`config.mk`:
```
export PLATFORM = sky130hd
export DESIGN_NAME = thick_circle_span_generator_core
export DESIGN_NICKNAME = d
export VERILOG_FILES = /design/src/rtl/core/tcsg_pkg.sv /design/src/rtl/core/thick_circle_span_generator_core.sv
export SDC_FILE = /design/constraint.sdc
export NUM_CORES = 1
export LEC_CHECK = 0
export CORE_MARGIN = 1.5
export CORE_UTILIZATION = 45
export DETAILED_ROUTE_END_ITERATION = 10
export DONT_BUFFER_PORTS = 1
export SLEW_MARGIN = 0
export SYNTH_ARGS = -nofsm -noshare
export SYNTH_HDL_FRONTEND = slang
export SYNTH_SLANG_ARGS = --single-unit
```
`constraint.sdc`:
```
create_clock -name clk -period 9.6 [get_ports clk]
set_clock_uncertainty 0.2 [all_clocks]
set_input_delay 0.96 -clock clk [delete_from_list [all_inputs] [get_ports clk]]
set_output_delay 0.96 -clock clk [all_outputs]
set_load 0.005 [all_outputs]
```
`src/rtl/core/tcsg_pkg.sv`:
```
// Shared types and constants of the thick circle span generator.
// No dependencies; imported by the core and by its checker.
package tcsg_pkg;

  localparam int VP_BITS       = 10;
  localparam int THICK_BITS    = 8;
  localparam int COLOR_BITS    = 16;
  localparam int SPANS         = 8;
  localparam int SPAN_IDX_BITS = 3;

  typedef enum logic {
    ACT_START = 1'b0,
    ACT_STEP  = 1'b1
  } action_t;

  typedef enum logic {
    REG_VIEWPORT_X = 1'b0,
    REG_VIEWPORT_Y = 1'b1
  } cfg_reg_t;

  localparam logic [SPAN_IDX_BITS-1:0] SPAN_LAST = SPAN_IDX_BITS'(SPANS - 1);

  // How one of the eight mirrored spans is built from the octant point.
  typedef struct packed {
    logic vertical;   // span runs along a column
    logic fixed_neg;  // fixed coordinate is center minus row offset
    logic along_neg;  // span covers -outer..-inner instead of inner..outer
  } span_sel_t;

  function automatic span_sel_t span_sel(input logic [SPAN_IDX_BITS-1:0] k);
    span_sel_t s;
    s.vertical  = k[0];
    s.fixed_neg = (k inside {3'd3, 3'd4, 3'd5, 3'd6});
    s.along_neg = (k inside {3'd2, 3'd4, 3'd5, 3'd7});
    return s;
  endfunction

endpackage

```
`src/rtl/core/thick_circle_span_generator_core.sv`:
```
// A start or busy step item is registered into the snapshot, then its first span into the output
// register; then one span per cycle while the output is taken, eight spans per item.
// One item is handled at a time, as the single output register drains its eight spans; the
// next item is accepted in the cycle the eighth span is loaded.
// Reset (rst_n low, synchronous): circle state, viewport and all valid flags clear.
// Depends on tcsg_pkg.
module thick_circle_span_generator_core #(
  parameter int RADIUS_BITS = 10,
  parameter int COORD_BITS  = 12
) (
  input  logic                                clk,
  input  logic                                rst_n,
  input  logic                                in_valid,
  output logic                                in_ready,
  input  logic                                in_action,
  input  logic signed [COORD_BITS-1:0]        in_center_x,
  input  logic signed [COORD_BITS-1:0]        in_center_y,
  input  logic [RADIUS_BITS-1:0]              in_radius,
  input  logic [tcsg_pkg::THICK_BITS-1:0]     in_thickness,
  input  logic [tcsg_pkg::COLOR_BITS-1:0]     in_color,
  output logic                                out_valid,
  input  logic                                out_ready,
  output logic                                out_vertical,
  output logic signed [COORD_BITS:0]          out_fixed_coord,
  output logic signed [COORD_BITS:0]          out_span_start,
  output logic signed [COORD_BITS:0]          out_span_end,
  output logic [tcsg_pkg::COLOR_BITS-1:0]     out_span_color,
  output logic                                out_last_span,
  input  logic                                cfg_we,
  input  logic [0:0]                          cfg_index,
  input  logic [tcsg_pkg::VP_BITS-1:0]        cfg_wdata
);
  import tcsg_pkg::*;

  localparam int OUT_BITS = COORD_BITS + 1;
  localparam int RB_MIN   = (RADIUS_BITS > THICK_BITS - 1) ? RADIUS_BITS : THICK_BITS - 1;
  localparam int OFS_W    = RB_MIN + 2;
  localparam int ERR_W    = OFS_W + 2;
  localparam int W_A      = (OUT_BITS > OFS_W) ? OUT_BITS : OFS_W;
  localparam int W        = (W_A > VP_BITS + 1) ? W_A : VP_BITS + 1;

  // Configuration.
  logic [VP_BITS-1:0] vp_x_r, vp_y_r;

  always_ff @(posedge clk) begin
    if (!rst_n) begin
      vp_x_r <= '0;
      vp_y_r <= '0;
    end else if (cfg_we) begin
      case (cfg_reg_t'(cfg_index))
        REG_VIEWPORT_X: vp_x_r <= cfg_wdata;
        REG_VIEWPORT_Y: vp_y_r <= cfg_wdata;
        default: ;
      endcase
    end
  end

  // Circle state.
  logic                          busy_r, busy_nxt;
  logic signed [COORD_BITS-1:0]  col_r, col_nxt, row_c_r, row_c_nxt;
  logic signed [OFS_W-1:0]       outer_r, outer_nxt, inner_r, inner_nxt;
  logic signed [OFS_W-1:0]       limit_r, limit_nxt, roff_r, roff_nxt;
  logic signed [ERR_W-1:0]       oerr_r, oerr_nxt, ierr_r, ierr_nxt;
  logic [COLOR_BITS-1:0]         color_r, color_nxt;

  // Iteration being emitted and its span index.
  logic                          snap_valid_r, snap_valid_nxt;
  logic [SPAN_IDX_BITS-1:0]      k_r, k_nxt;
  logic signed [COORD_BITS-1:0]  sx_r, sy_r;
  logic signed [OFS_W-1:0]       sr_r, so_r, si_r;
  logic [COLOR_BITS-1:0]         scol_r;
  logic                          slast_r;

  logic is_start, in_fire, emit, out_load, snap_done;

  assign is_start  = (action_t'(in_action) == ACT_START);
  assign out_load  = snap_valid_r & (~out_valid | out_ready);
  assign snap_done = out_load & (k_r == SPAN_LAST);
  assign in_ready  = ~snap_valid_r | snap_done;
  assign in_fire   = in_valid & in_ready;
  assign emit      = in_fire & (is_start | busy_r);

  // Start values and one midpoint step of both circles.
  logic signed [OFS_W-1:0] rad_e, half_e, ld_o, ld_i;
  logic signed [OFS_W-1:0] cur_r, cur_o, cur_i, cur_il, r1, o1, i1;
  logic signed [ERR_W-1:0] cur_oe, cur_ie, oe1, ie1, r1e, o1e, i1e;
  logic signed [COORD_BITS-1:0] cur_x, cur_y;
  logic [COLOR_BITS-1:0] cur_col;
  logic diag, busy1;

  always_comb begin
    rad_e  = OFS_W'(in_radius);
    half_e = OFS_W'(in_thickness >> 1);
    ld_o   = rad_e + half_e;
    ld_i   = rad_e - half_e;

    cur_r   = is_start ? '0 : roff_r;
    cur_o   = is_start ? ld_o : outer_r;
    cur_i   = is_start ? ld_i : inner_r;
    cur_il  = is_start ? ld_i : limit_r;
    cur_oe  = is_start ? (ERR_W'(1) - ERR_W'(ld_o)) : oerr_r;
    cur_ie  = is_start ? (ERR_W'(1) - ERR_W'(ld_i)) : ierr_r;
    cur_x   = is_start ? in_center_x : col_r;
    cur_y   = is_start ? in_center_y : row_c_r;
    cur_col = is_start ? in_color : color_r;

    r1  = cur_r + OFS_W'(1);
    r1e = ERR_W'(r1);

    o1  = cur_oe[ERR_W-1] ? cur_o : cur_o - OFS_W'(1);
    o1e = ERR_W'(o1);
    oe1 = cur_oe[ERR_W-1] ? cur_oe + (r1e <<< 1) + ERR_W'(1)
                          : cur_oe + ((r1e - o1e) <<< 1) + ERR_W'(1);

    // Past the inner radius the inner edge rides the diagonal.
    diag = (r1 > cur_il);
    if (diag) begin
      i1  = r1;
      ie1 = cur_ie;
    end else if (cur_ie[ERR_W-1]) begin
      i1  = cur_i;
      ie1 = cur_ie + (r1e <<< 1) + ERR_W'(1);
    end else begin
      i1  = cur_i - OFS_W'(1);
      ie1 = cur_ie + ((r1e - ERR_W'(i1)) <<< 1) + ERR_W'(1);
    end
    i1e = ERR_W'(i1);

    busy1 = (o1 >= r1);
  end

  always_comb begin
    busy_nxt   = busy_r;
    col_nxt    = col_r;
    row_c_nxt  = row_c_r;
    outer_nxt  = outer_r;
    inner_nxt  = inner_r;
    limit_nxt  = limit_r;
    roff_nxt   = roff_r;
    oerr_nxt   = oerr_r;
    ierr_nxt   = ierr_r;
    color_nxt  = color_r;
    if (emit) begin
      busy_nxt  = busy1;
      col_nxt   = cur_x;
      row_c_nxt = cur_y;
      outer_nxt = o1;
      inner_nxt = i1e[OFS_W-1:0];
      limit_nxt = cur_il;
      roff_nxt  = r1;
      oerr_nxt  = oe1;
      ierr_nxt  = ie1;
      color_nxt = cur_col;
    end
  end

  always_ff @(posedge clk) begin
    if (!rst_n) begin
      busy_r  <= 1'b0;
      col_r   <= '0;
      row_c_r <= '0;
      outer_r <= '0;
      inner_r <= '0;
      limit_r <= '0;
      roff_r  <= '0;
      oerr_r  <= '0;
      ierr_r  <= '0;
      color_r <= '0;
    end else begin
      busy_r  <= busy_nxt;
      col_r   <= col_nxt;
      row_c_r <= row_c_nxt;
      outer_r <= outer_nxt;
      inner_r <= inner_nxt;
      limit_r <= limit_nxt;
      roff_r  <= roff_nxt;
      oerr_r  <= oerr_nxt;
      ierr_r  <= ierr_nxt;
      color_r <= color_nxt;
    end
  end

  // Snapshot of the octant point emitted by the span stage.
  always_comb begin
    snap_valid_nxt = snap_valid_r;
    k_nxt          = k_r;
    if (out_load) begin
      k_nxt = k_r + SPAN_IDX_BITS'(1);
    end
    if (snap_done) begin
      snap_valid_nxt = 1'b0;
    end
    if (emit) begin
      snap_valid_nxt = 1'b1;
      k_nxt          = '0;
    end
  end

  always_ff @(posedge clk) begin
    if (!rst_n) begin
      snap_valid_r <= 1'b0;
      k_r          <= '0;
    end else begin
      snap_valid_r <= snap_valid_nxt;
      k_r          <= k_nxt;
    end
  end

  always_ff @(posedge clk) begin
    if (emit) begin
      sx_r    <= cur_x;
      sy_r    <= cur_y;
      sr_r    <= cur_r;
      so_r    <= cur_o;
      si_r    <= cur_i;
      scol_r  <= cur_col;
      slast_r <= ~busy1;
    end
  end

  // Span k of the snapshot, viewport added, wrapped to the output width.
  span_sel_t          sel;
  logic signed [W-1:0] base_f, base_a, vp_f, vp_a, ofs_f, ofs_s, ofs_e;
  logic signed [W-1:0] fixed_w, start_w, end_w;

  always_comb begin
    sel     = span_sel(k_r);
    base_f  = sel.vertical ? W'(sx_r) : W'(sy_r);
    base_a  = sel.vertical ? W'(sy_r) : W'(sx_r);
    vp_f    = sel.vertical ? W'(vp_x_r) : W'(vp_y_r);
    vp_a    = sel.vertical ? W'(vp_y_r) : W'(vp_x_r);
    ofs_f   = sel.fixed_neg ? -W'(sr_r) : W'(sr_r);
    ofs_s   = sel.along_neg ? -W'(so_r) : W'(si_r);
    ofs_e   = sel.along_neg ? -W'(si_r) : W'(so_r);
    fixed_w = base_f + ofs_f + vp_f;
    start_w = base_a + ofs_s + vp_a;
    end_w   = base_a + ofs_e + vp_a;
  end

  logic out_valid_r, out_valid_nxt;

  assign out_valid_nxt = out_load ? 1'b1 : (out_ready ? 1'b0 : out_valid_r);
  assign out_valid     = out_valid_r;

  always_ff @(posedge clk) begin
    if (!rst_n) begin
      out_valid_r <= 1'b0;
    end else begin
      out_valid_r <= out_valid_nxt;
    end
  end

  always_ff @(posedge clk) begin
    if (out_load) begin
      out_vertical    <= sel.vertical;
      out_fixed_coord <= fixed_w[OUT_BITS-1:0];
      out_span_start  <= start_w[OUT_BITS-1:0];
      out_span_end    <= end_w[OUT_BITS-1:0];
      out_span_color  <= scol_r;
      out_last_span   <= slast_r & (k_r == SPAN_LAST);
    end
  end

endmodule

```
== After elaboration in Yosys (flattened, before gate mapping) ==
Cells that the tools add are included.
Operators by class
  add/subtract/negate cells: 27
  $lt $le $gt $ge: 2
  eq/ne operators: 6
  multiplexer cells: 26
  bitwise logic cells: 14
  reductions and logical operators: 7
Operators with widths (count)
  2-to-1 mux 12 bit: 9
  2-to-1 mux 14 bit: 5
  2-to-1 mux 13 bit: 5
  adder 14 x 2 -> 14 bit (second input constant): 4
  adder 13 x 11 -> 13 bit: 3
  adder 13 bit: 3
  negation 12 -> 13 bit: 3
  adder 14 x 13 -> 14 bit: 2
  adder 14 bit: 2
  subtractor 12 x 12 -> 13 bit: 2
  subtractor 12 x 2 -> 12 bit (second input constant): 2
  2-to-1 mux 10 bit: 2
  2-to-1 mux 16 bit: 1
  adder 12 x 2 -> 12 bit (second input constant): 1
  equality test 3 bit (second input constant): 4
  greater-or-equal comparator 12 bit: 1
  greater-than comparator 12 bit: 1
  subtractor 1 x 11 -> 12 bit (first input constant): 1
  subtractor 2 x 11 -> 12 bit (first input constant): 1
  adder 10 x 7 -> 11 bit: 1
  subtractor 10 x 7 -> 11 bit: 1
  nonzero test 4 bit: 2
  equality test 3 x 2 -> 1 bit (second input constant): 2
  NOT 1 bit: 6
  other kinds (7): 18
Word-level totals
  register bits after elaboration: 276
  logic and storage cells: 110

== Logic depth before layout (Yosys ltp) ==
Gate-level depths: netlist of run 1.
  depth after elaboration: 8
  depth in mapped cells: 30
  depth with buffers taken out: 28

== Worst setup path after synthesis of run 1 ==
No wires, ideal clock.
  path type: input port to flip-flop
  from: input port in_action
  to: register ierr_r[12]
  setup time: 0.117 ns
  arrival: 6.668 ns
  data required time: 9.283 ns
  setup slack: 2.614 ns
  stages: 29
  buffers on the path: 6
  cell sequence: clkbuf_1 > clkbuf_1 > buf_1 > clkbuf_1 > buf_1 > clkbuf_1 > and2_1 > ha_1 > xor2_1 > inv_1 > ha_1 > a21o_1 > a21oi_1 > o21ai_0 > a21oi_1 > nor2b_1 > o21ai_0 > nand2b_1 > xor2_1 > ha_1 > and3_1 > a21oi_1 > o21ai_0 > o21ai_0 > nand2b_1 > a21oi_1 > xnor2_1 > a211o_1 > a32o_1
On the way
  cells in the longest elaborated chain, start to end: 7
  elaborated cells on any way between the ends: 17
  classes of those cells: add/sub: 7; order compare: 1; mux: 6; bitwise: 3
Ends and longest elaborated chain
  from (decl): RTL line thick_circle_span_generator_core.sv:15  | input logic in_action,
  2-to-1 mux 12 bit (*): RTL line thick_circle_span_generator_core.sv:97  | cur_r = is_start ? '0 : roff_r;
  net cur_r[1]: RTL line thick_circle_span_generator_core.sv:85  | logic signed [OFS_W-1:0] cur_r, cur_o, cur_i, cur_il, r1, o1, i1;
  adder 12 x 2 -> 12 bit (*): RTL line thick_circle_span_generator_core.sv:107  | r1 = cur_r + OFS_W'(1);
  net r1[2]: RTL line thick_circle_span_generator_core.sv:85
  subtractor 12 x 12 -> 13 bit: RTL line thick_circle_span_generator_core.sv:125  | ie1 = cur_ie + ((r1e - ERR_W'(i1)) <<< 1) + ERR_W'(1);
  adder 14 bit: RTL line thick_circle_span_generator_core.sv:125
  adder 14 x 2 -> 14 bit: RTL line thick_circle_span_generator_core.sv:125
  2-to-1 mux 14 bit: RTL line thick_circle_span_generator_core.sv:120  | end else if (cur_ie[ERR_W-1]) begin
  2-to-1 mux 14 bit (*): RTL line thick_circle_span_generator_core.sv:117  | if (diag) begin
  to (signal assigned): RTL line thick_circle_span_generator_core.sv:178  | ierr_r <= ierr_nxt;
  to (decl): RTL line thick_circle_span_generator_core.sv:63  | logic signed [ERR_W-1:0] oerr_r, oerr_nxt, ierr_r, ierr_nxt;
The timed path passes the listed nets; every way through them passes the cells marked *.
A chain may end at the register's enable or synchronous reset.

== Worst setup path after layout of run 1 ==
  from: input port in_radius[0]
  to: register oerr_r[12]
On the way
  cells in the longest elaborated chain, start to end: 8
  elaborated cells on any way between the ends: 12
  classes of those cells: add/sub: 8; mux: 4
Ends and longest elaborated chain
  from (decl): RTL line thick_circle_span_generator_core.sv:18  | input logic [RADIUS_BITS-1:0] in_radius,
  adder 10 x 7 -> 11 bit (*): RTL line thick_circle_span_generator_core.sv:94  | ld_o = rad_e + half_e;
  2-to-1 mux 12 bit or subtractor 1 x 11 -> 12 bit (tied branches): RTL line thick_circle_span_generator_core.sv:98, thick_circle_span_generator_core.sv:101
  subtractor 12 x 2 -> 12 bit or 2-to-1 mux 14 bit (tied branches): RTL line thick_circle_span_generator_core.sv:110, thick_circle_span_generator_core.sv:101
  2-to-1 mux 12 bit: RTL line thick_circle_span_generator_core.sv:110  | o1 = cur_oe[ERR_W-1] ? cur_o : cur_o - OFS_W'(1);
  subtractor 12 x 12 -> 13 bit: RTL line thick_circle_span_generator_core.sv:113  | : cur_oe + ((r1e - o1e) <<< 1) + ERR_W'(1);
  adder 14 bit: RTL line thick_circle_span_generator_core.sv:113
  adder 14 x 2 -> 14 bit: RTL line thick_circle_span_generator_core.sv:113
  2-to-1 mux 14 bit (*): RTL line thick_circle_span_generator_core.sv:112  | oe1 = cur_oe[ERR_W-1] ? cur_oe + (r1e <<< 1) + ERR_W'(1)
  to (signal assigned): RTL line thick_circle_span_generator_core.sv:177  | oerr_r <= oerr_nxt;
  to (decl): RTL line thick_circle_span_generator_core.sv:63
Mark *: on every way between the ends. The rest lies on a longest branch, timed or not.

==> results.json, run 1 <==
{
  "yosysWarnings": 0,
  "worstMarginPinSlew_ns": 1.11,
  "drt-wirelength-per-cell_um": 18.4,
  "cts.sinks": 276,
  "busiest_layer": "met2",
  "min_from": "scol_r[4]$_DFFE_PP_",
  "cp_max_fo": 31,
  "outcome": "completed",
  "nFillCells": 3899,
  "mostFrequentLayoutCell": "nand2_1",
  "power.switching_mw": 1.37,
  "wirelength_um": 49600,
  "pwr-share-clk_pct": 31.9,
  "core_area_mm2": 0.0421,
  "fp.dieW_um": 210,
  "arrival_ns": 7.22,
  "grt_use_total_pct": 22.4,
  "min_period_ns": 6.95,
  "r2r-end": "ierr_r[13]$_SDFFE_PN0P_",
  "grt_pass1_wl_um": 77700,
  "use_met2_pct": 36.8,
  "slew_headroom_pct": 25.7,
  "ys.flop_type": "dfxtp_1",
  "dieArea_mm2": 0.0441,
  "vias": 14900,
  "r2r_cells": 21,
  "cap_violations": 0,
  "synthCells": 2153,
  "dp.cells": 2628,
  "antenna_found_initial": 1,
  "initialDrtViolationCount": 942,
  "grt_util_met3_pct": 3.93,
  "area_growth_pct": 8.61,
  "grt_pass1_vias": 14400,
  "grt_start_max_net_pins": 119,
  "multiInputGateArea_mm2": 0.0115,
  "syn_area_mm2": 0.0193,
  "gp_congestion": 0.876,
  "slew_violations": 0,
  "power.density_mw_per_mm2": 196,
  "htree_levels": 2,
  "cts-resized-gates": 0,
  "grt-ovfl-total": 0,
  "final_cells": 2691,
  "syn_area_per_cell_um2": 8.96,
  "finalCritPeriodShare_pct": 72.4,
  "post_dp_cell_area_mm2": 0.0198,
  "critical_path_buf_inv_count": 0,
  "drive_above_1_share_pct": 7.25,
  "yosysSeqAreaShare_pct": 35.6,
  "fmax_ghz": 0.144,
  "end_kind": "flop",
  "min_path_cells": 0,
  "final_util_pct": 49.7,
  "cts_buffer_depth": 3,
  "combPwrFrac_pct": 33.3,
  "clk_latency_ns": 0.55,
  "path_delay_family": "compound AO/OA/AOI/OAI gates",
  "stdcell_area_mm2": 0.0210,
  "postCtsHoldBufs": 0,
  "grt_setup_unrepaired": "false",
  "first_pass_iters": 5,
  "fin_worst_hold_slack_ns": 0.217,
  "dieHeight_um": 210,
  "p_seq_share_pct": 34.8,
  "seq_area_mm2": 0.00687,
  "clockRootBuffer": "clkbuf_16",
  "intPower_mw": 2.73,
  "cts_tree": "built",
  "synth_nets": 2418,
  "cts_setup_buffers": 0,
  "leakage_nw": 8.47,
  "preCtsSetupSlack_ns": 2.19,
  "cp_slowest_stage_delay_ns": 0.77,
  "dpl.hpwl_um": 36100,
  "holdPathEnd": "out_span_color[4]$_DFFE_PP_",
  "nets": 2390,
  "ios": 134,
  "setup_ws_ns": 2.65,
  "total_power_mw": 4.10,
  "synth.distinct_cells": 77,
  "start_util_pct": 45.8,
  "place.port_buffers": 0,
  "slowest_stage": "a21oi_4",
  "path_clk_slew_ns": 0.06,
  "fin_setup_tns_ns": 0,
  "rr_startpoint": "roff_r[1]$_SDFFE_PN0P_",
  "final_cell_mix": "nand2_1, a21oi_1, nor2_1",
  "synth_seq_cells": 276,
  "drc_errors": 0,
  "cts_made_buffers": 34,
  "critical_path_class": "input port to flop",
  "hp-class": "flop to flop",
  "synth_edf_count": 134,
  "setup_viol": 0,
  "async_flop_share_pct": 0,
  "crit_required_ns": 9.87,
  "start_kind": "input port",
  "viasPerCell": 5.55,
  "p_sw_share_pct": 33.4,
  "antenna_left": 0,
  "hold_violations": 0,
  "row_count": 75,
  "ir_drop_uv": 104,
  "r2r_setup_slack_ns": 3.74,
  "grt_util_met1_pct": 29.8
}
==> worst max path at each step <==
stage | cells after the start | endpoint | slack (ns) | from
3_3_place_gp | 26 | oerr_r[12]$_SDFFE_PN0P_ | 2.26 | in_radius[0]
5_1_grt | 26 | oerr_r[12]$_SDFFE_PN0P_ | 2.20 | in_radius[0]
6_report | 26 | oerr_r[12]$_SDFFE_PN0P_ | 2.65 | in_radius[0]
4_1_cts | 26 | oerr_r[12]$_SDFFE_PN0P_ | 2.73 | in_radius[0]
3_5_place_dp | 26 | oerr_r[12]$_SDFFE_PN0P_ | 2.19 | in_radius[0]
2_1_floorplan | 29 | ierr_r[12]$_SDFFE_PN0P_ | 2.61 | in_action
==> sequential cells by signal, summed over array words and instances (netlist names), 3 cells and up <==
register,count
row_c_r,12
vp_x_r,10
roff_r,12
out_span_start,13
oerr_r,14
si_r,12
vp_y_r,10
inner_r,12
outer_r,12
sy_r,12
k_r,3
limit_r,12
so_r,12
out_fixed_coord,13
sr_r,12
out_span_end,13
scol_r,16
color_r,16
ierr_r,14
sx_r,12
col_r,12
out_span_color,16
==> metal layers <==
layer  wire length, µm  part of all wire (%)  vias to the layer above
met5                 0                     0                        -
met4              1460                   2.9                        0
met3              2600                   5.2                       88
met2             22800                    46                      330
met1             22700                    46                     7036
li1                  -                     -                     7479
==> area by class of cell <==
| cell class | instances | share of cell area (%) |
|---|---|---|
| well taps | 539 | 3.22 |
| diodes | 1 | 0.0119 |
| clock inverters | 14 | 0.931 |
| flip-flops and latches | 276 | 32.8 |
| multi-input cells | 1632 | 55.0 |
| clock buffers | 48 | 4.46 |
| inverters | 160 | 2.90 |
| repair buffers | 21 | 0.752 |
==> power groups by stage <==
stage	Clock [mW]	Sequential, mW	Combinational (mW)
2_1_floorplan	0	1.44	1.08
5_1_grt	1.39	1.44	1.54
3_3_place_gp	0	1.45	1.33
4_1_cts	1.34	1.43	1.36
3_5_place_dp	0	1.45	1.35
6_report	1.31	1.43	1.36
==> Yosys cell counts, types with 8 or more instances <==
library cell    n  area [µm²]
ha_1          150        1880
dfxtp_1       142        2840
nand3_1        51         255
nor3_1         49         245
nor2b_1        20         125
o21ai_0        88         440
a21o_1         26         195
inv_1         155         582
and2_1         17         106
o211ai_1       12        90.1
nor4_1          8        50.1
o21a_1         19         143
nor2_1        157         589
clkbuf_1       69         259
o31ai_1        14         105
xor2_1         62         543
a21oi_1       209        1050
mux2_2         54         608
or3_1          18         113
buf_1          12        45.0
a211oi_1       33         248
edfxtp_1      134        4020
nand2_1       261         980
xnor2_1       119        1040
and3_1         10        62.6
fa_1           40         801
nand4_1         9        56.3
nand2b_1       22         138
o21bai_1       25         188
mux2i_1        60         601
a31oi_1         9        56.3
==> cell families (layout without fill, tap and decap cells) <==
logic type,after synthesis,count (layout),synth area share [%]
buf+inv,245,243,4.79
other cells,0,1,0
compound gates,492,492,15.7
flops,276,276,35.6
fa+ha+maj,190,190,13.9
xor+xnor,182,182,8.33
mux,114,114,6.26
simple gates,654,654,15.4
==> worst register-to-register path: cells and delay by family (launching register included) <==
kind	cells	cell delay, ns
compound gates	11	2.34
xor+xnor	2	0.81
buf+inv	1	0.47
fa+ha+maj	3	1.02
simple gates	4	0.60
flops	1	0.37
Note: power is estimated with default switching activity, not from simulation.
==> run 2, diff against run 1 <==
==> constraint.sdc (replaced) <==
create_clock -name clk -period 6 [get_ports clk]
set_clock_uncertainty 0.2 [all_clocks]
set_input_delay 0.6 -clock clk [delete_from_list [all_inputs] [get_ports clk]]
set_output_delay 0.6 -clock clk [all_outputs]
set_load 0.005 [all_outputs]
==> run 2 against run 1 <==
Effect of this change: largest power group is now combinational logic; largest cell class unchanged; via count increased by 2.5%; wire length increased by 2.0%; core utilization increased by 1.4 points.
==> results.json, run 2 (synthesis results as in run 1) <==
{
  "outcome": "completed",
  "grt_start_max_net_pins": 124,
  "cts_tree": "built",
  "area_growth_pct": 11.7,
  "start_kind": "input port",
  "cts.sinks": 276,
  "dieArea_mm2": 0.0441,
  "cts_made_buffers": 31,
  "ir_drop_uv": 195,
  "clk_latency_ns": 0.58,
  "cts_setup_buffers": 0,
  "arrival_ns": 5.80,
  "clockRootBuffer": "clkbuf_16",
  "path_clk_slew_ns": 0.06,
  "first_pass_iters": 5,
  "worstMarginPinSlew_ns": 1.21,
  "cap_violations": 0,
  "nFillCells": 3882,
  "slew_violations": 0,
  "grt-ovfl-total": 0,
  "vias": 15300,
  "antenna_found_initial": 1,
  "final_util_pct": 51.2,
  "ios": 134,
  "critical_path_class": "input port to flop",
  "antenna_left": 0,
  "grt_pass1_vias": 14500,
  "power.density_mw_per_mm2": 301,
  "end_kind": "flop",
  "min_period_ns": 5.56,
  "hp-class": "input port to flop",
  "grt_setup_unrepaired": "false",
  "slew_headroom_pct": 19.1,
  "dpl.hpwl_um": 37200,
  "fmax_ghz": 0.180,
  "wirelength_um": 50600,
  "drc_errors": 0,
  "cts_buffer_depth": 3,
  "crit_required_ns": 6.24,
  "final_cells": 2773,
  "setup_viol": 0,
  "gp_congestion": 0.903,
  "finalCritPeriodShare_pct": 92.7,
  "final_cell_mix": "nand2_1, a21oi_1, nor2_1",
  "dieHeight_um": 210,
  "grt_pass1_wl_um": 79600,
  "leakage_nw": 8.85,
  "seq_area_mm2": 0.00687,
  "viasPerCell": 5.52,
  "cp_max_fo": 4,
  "dp.cells": 2703,
  "row_count": 75,
  "htree_levels": 1,
  "fp.dieW_um": 210,
  "mostFrequentLayoutCell": "nand2_1",
  "grt_use_total_pct": 22.8,
  "largest_registers": "color_r: 16 flops, out_span_color: 16 flops, scol_r: 16 flops",
  "initialDrtViolationCount": 1020,
  "drt-wirelength-per-cell_um": 18.2,
  "hold_violations": 0,
  "place.port_buffers": 0,
  "nets": 2474,
  "multiInputGateArea_mm2": 0.0115,
  "start_util_pct": 45.8,
  "drive_above_1_share_pct": 10.5,
  "core_area_mm2": 0.0421
}
run 2: changes by cell type in the layout (fill, tap and decap cells not counted), sizes merged:
cell | before | now
bufinv | 4 | 2
buf | 21 | 96
dlygate4sd3 | 0 | 12
clkinv | 10 | 12
clkbuf | 48 | 43
run 2: final timing paths:
kind / startpoint / endpoint / slack [ns] / cells after the start
hold reg to reg: scol_r[3]$_DFFE_PP_ / out_span_color[3]$_DFFE_PP_ / 0.22 / 0
hold / removal: rst_n / inner_r[11]$_SDFFE_PN0P_ / 0.05 / 2
setup reg to reg: roff_r[1]$_SDFFE_PN0P_ / ierr_r[13]$_SDFFE_PN0P_ / 1.04 / 22
setup / recovery: in_radius[0] / oerr_r[12]$_SDFFE_PN0P_ / 0.44 / 26
run 2: per-layer routing:
layer | share of wire (%) | vias to the layer above | global-route usage (%)
met4 | 1.9 | 0 | 5.81
li1 | - | 7642 | -
met3 | 4.7 | 52 | 2.55
met1 | 46 | 7239 | 31.6
met5 | 0 | - | 0
met2 | 47 | 366 | 37.9
run 2: area by class of cell:
type | instances | share of cell area, %
repair buffers | 108 | 3.96
clock buffers | 43 | 4.04
flip-flops and latches | 276 | 31.9
diodes | 1 | 0.0116
multi-input cells | 1632 | 53.6
clock inverters | 14 | 0.621
inverters | 160 | 2.81
well taps | 539 | 3.13
run 2: repair_timing:
| action | CTS | global route |
|---|---|---|
| resized for setup | 0 | 3 |
| setup endpoints to repair | 0 | 3 |
| hold endpoints to repair | 43 | 0 |
| hold buffers | 12 | 0 |
run 2: stage by stage:
step / hold WS (ns) / TNS, ns / total power [mW] / instance area (µm²) / setup WS [ns]
6_report: 0.0454 / 0 / 6.49 / 21600 / 0.440
2_1_floorplan: 0.200 / 0 / 4.03 / 19300 / 0.0656
3_3_place_gp: 0.201 / -0.0716 / 4.58 / 20400 / -0.0460
4_1_cts: 0.00513 / 0 / 6.53 / 21500 / 0.449
3_5_place_dp: 0.205 / -0.496 / 4.62 / 20400 / -0.136
5_1_grt: 0.0319 / 0 / 6.91 / 21600 / 0.0124
run 2: report_power, final:
part / leakage [nW] / internal (mW) / switching [mW]
clock: 0.492 / 1.10 / 0.779
combinational: 5.93 / 1.02 / 1.30
sequential: 2.42 / 2.19 / 0.0899
total: 8.85 / 4.31 / 2.17
run 2: critical path, cell delays in order:
cell      delay [ns]
ha_1            0.21
fa_1            0.39
nor2b_1         0.18
o211ai_2        0.24
a21oi_1         0.20
xnor2_2         0.18
and3_1          0.22
a21oi_4         0.23
mux2i_1         0.31
xnor2_1         0.14
ha_1            0.21
a31oi_1         0.18
and2_1          0.17
xnor2_1         0.16
ha_1            0.29
o21ai_0         0.13
a21oi_1         0.13
o21ai_0         0.23
a21oi_1         0.12
o21ai_0         0.21
a21boi_0        0.16
o21a_1          0.21
o41a_1          0.33
xor2_1          0.15
mux2i_1         0.13
a21oi_1         0.08
==> run 3, diff against run 2 <==
--- a/config.mk
+++ b/config.mk
@@ -9,6 +9,7 @@
 export CORE_UTILIZATION = 45
 export DETAILED_ROUTE_END_ITERATION = 10
 export DONT_BUFFER_PORTS = 1
+export RECOVER_POWER = 25
 export SLEW_MARGIN = 0
 export SYNTH_ARGS = -nofsm -noshare
 export SYNTH_HDL_FRONTEND = slang
==> run 3 against run 2 <==
Effect of this change: the run now ends with capacitance limit, slew limit left; maximum frequency decreased by 0.46%; sequential cell count stayed put; clock power barely moved; critical path depth is 1 higher; cell count is the same; wire length shrank 0.12%; via count is 0.33% lower; die area is the same; worst setup slack worse by 0.026 ns; global-route usage unchanged; combinational power about the same; largest power group unchanged.
==> results.json, run 3 (synthesis results as in run 1) <==
{
  "outcome": "finished, violations left",
  "failed_checks": "capacitance limit, slew limit",
  "dp.cells": 2703,
  "fp.dieW_um": 210,
  "dieArea_mm2": 0.0441,
  "nFillCells": 3883,
  "cap_violations": 1,
  "fmax_ghz": 0.179,
  "arrival_ns": 5.76,
  "start_util_pct": 45.8,
  "slew_headroom_pct": -55.1,
  "cts.sinks": 276,
  "drive_above_1_share_pct": 9.14,
  "drt-wirelength-per-cell_um": 18.2,
  "grt_use_total_pct": 22.8,
  "antenna_left": 0,
  "min_period_ns": 5.59,
  "ir_drop_uv": 194,
  "hp-class": "input port to flop",
  "min_from": "in_color[14]",
  "fin_setup_tns_ns": 0,
  "antenna_found_initial": 1,
  "cts_buffer_depth": 3,
  "gp_congestion": 0.903,
  "cts_setup_buffers": 0,
  "grt_pass1_wl_um": 79600,
  "area_growth_pct": 11.7,
  "slew_violations": 57,
  "grt-ovfl-total": 0,
  "nets": 2474,
  "cts_tree": "built",
  "cts_made_buffers": 31,
  "first_pass_iters": 5,
  "end_kind": "flop",
  "holdPathEnd": "scol_r[14]$_DFFE_PP_",
  "row_count": 75,
  "dieHeight_um": 210,
  "wirelength_um": 50500,
  "mostFrequentLayoutCell": "nand2_1",
  "crit_required_ns": 6.17,
  "setup_viol": 0,
  "worstMarginPinSlew_ns": 2.31,
  "rr_startpoint": "roff_r[0]$_SDFFE_PN0P_",
  "r2r_setup_slack_ns": 0.95,
  "path_clk_slew_ns": 0.06,
  "dpl.hpwl_um": 37200,
  "cp_max_fo": 4,
  "final_cells": 2773,
  "fin_worst_hold_slack_ns": 0.0499,
  "vias": 15200,
  "min_path_cells": 1,
  "r2r-end": "ierr_r[12]$_SDFFE_PN0P_",
  "r2r_cells": 23,
  "htree_levels": 1,
  "final_cell_mix": "nand2_1, a21oi_1, inv_1, nor2_1, ha_1",
  "drc_errors": 0,
  "clockRootBuffer": "clkbuf_16",
  "grt_pass1_vias": 14500,
  "start_kind": "input port",
  "leakage_nw": 8.84,
  "viasPerCell": 5.50,
  "core_area_mm2": 0.0421,
  "power.density_mw_per_mm2": 301,
  "largest_registers": "color_r: 16 flops, out_span_color: 16 flops, scol_r: 16 flops",
  "clk_latency_ns": 0.58,
  "place.port_buffers": 0,
  "critical_path_class": "input port to flop",
  "initialDrtViolationCount": 1044,
  "grt_setup_unrepaired": "false",
  "hold_violations": 0,
  "grt_start_max_net_pins": 124,
  "finalCritPeriodShare_pct": 93.1,
  "ios": 134
}
run 3: cell count changes in the layout (fill, tap and decap cells not counted), moves of 2 or more:
cell	before	now
and2_0	0	9
mux2_2	54	27
buf_4	95	93
mux2_1	0	27
and2_1	17	8
clkbuf_1	7	9
run 3: worst max path at each step:
stage	end	slack, ns	cells past startpoint	from
3_5_place_dp	oerr_r[11]$_SDFFE_PN0P_	-0.14	25	in_radius[0]
5_1_grt	oerr_r[12]$_SDFFE_PN0P_	0.01	27	in_thickness[3]
6_report	oerr_r[11]$_SDFFE_PN0P_	0.41	27	in_radius[0]
4_1_cts	oerr_r[12]$_SDFFE_PN0P_	0.45	27	in_radius[0]
3_3_place_gp	oerr_r[11]$_SDFFE_PN0P_	-0.05	27	in_radius[0]
2_1_floorplan	ierr_r[12]$_SDFFE_PN0P_	0.07	29	in_action
run 3: through the flow:
step,setup slack (ns),power (mW),cell area [µm²],util [%]
after floorplan,0.0656,4.03,19300,-
after global placement,-0.0460,4.58,20400,48.5
after detailed placement,-0.136,4.62,20400,48.5
after CTS,0.449,6.53,21500,51.1
after global routing,0.0110,6.90,21500,51.1
final,0.415,6.48,21600,51.2
run 3: where the power goes:
group	internal [mW]	switching (mW)	total, mW	leakage, nW
Clock	1.10	0.782	1.88	0.492
Sequential	2.19	0.0900	2.28	2.42
Combinational	1.02	1.30	2.32	5.93
Total	4.31	2.17	6.48	8.84
run 3: repair_timing:
| item | in CTS | in global routing |
|---|---|---|
| hold endpoints to repair | 43 | 0 |
| setup endpoints to repair | 0 | 3 |
| hold buffers | 12 | 0 |
| gates resized for setup | 0 | 3 |
run 3: routing by layer:
layer  share of wire [%]  GRT usage (%)
met5                   0              0
met4                 1.8           5.81
met3                 5.2           2.55
met1                  46           31.6
met2                  47           37.9
run 3: layout make-up:
| type | count | area, µm² | share of cell area (%) |
|---|---|---|---|
| diodes | 1 | 2.50 | 0.0116 |
| inverters | 160 | 607 | 2.82 |
| repair buffers | 108 | 846 | 3.92 |
| flip-flops and latches | 276 | 6870 | 31.9 |
| multi-input cells | 1632 | 11500 | 53.6 |
| clock buffers | 43 | 871 | 4.04 |
| clock inverters | 14 | 134 | 0.621 |
| well taps | 539 | 674 | 3.13 |
run 3: critical path, cell delays in order:
cell and delay (ns):
ha_1 0.21, fa_1 0.39, nor2b_1 0.18, o211ai_2 0.23, a311oi_2 0.14, a31o_2 0.27
nor3_4 0.28, a21oi_4 0.12, buf_4 0.17, nor2_2 0.12, buf_4 0.15, nand3_1 0.10
nor2_1 0.16, xnor2_1 0.19, ha_1 0.34, and3_1 0.23, o211ai_1 0.13, nand2_1 0.10
nor2_1 0.13, xnor2_1 0.12, ha_1 0.21, or3_1 0.35, o31a_1 0.28, xnor2_1 0.18
nor2_1 0.06, a211oi_1 0.22, a211oi_1 0.07
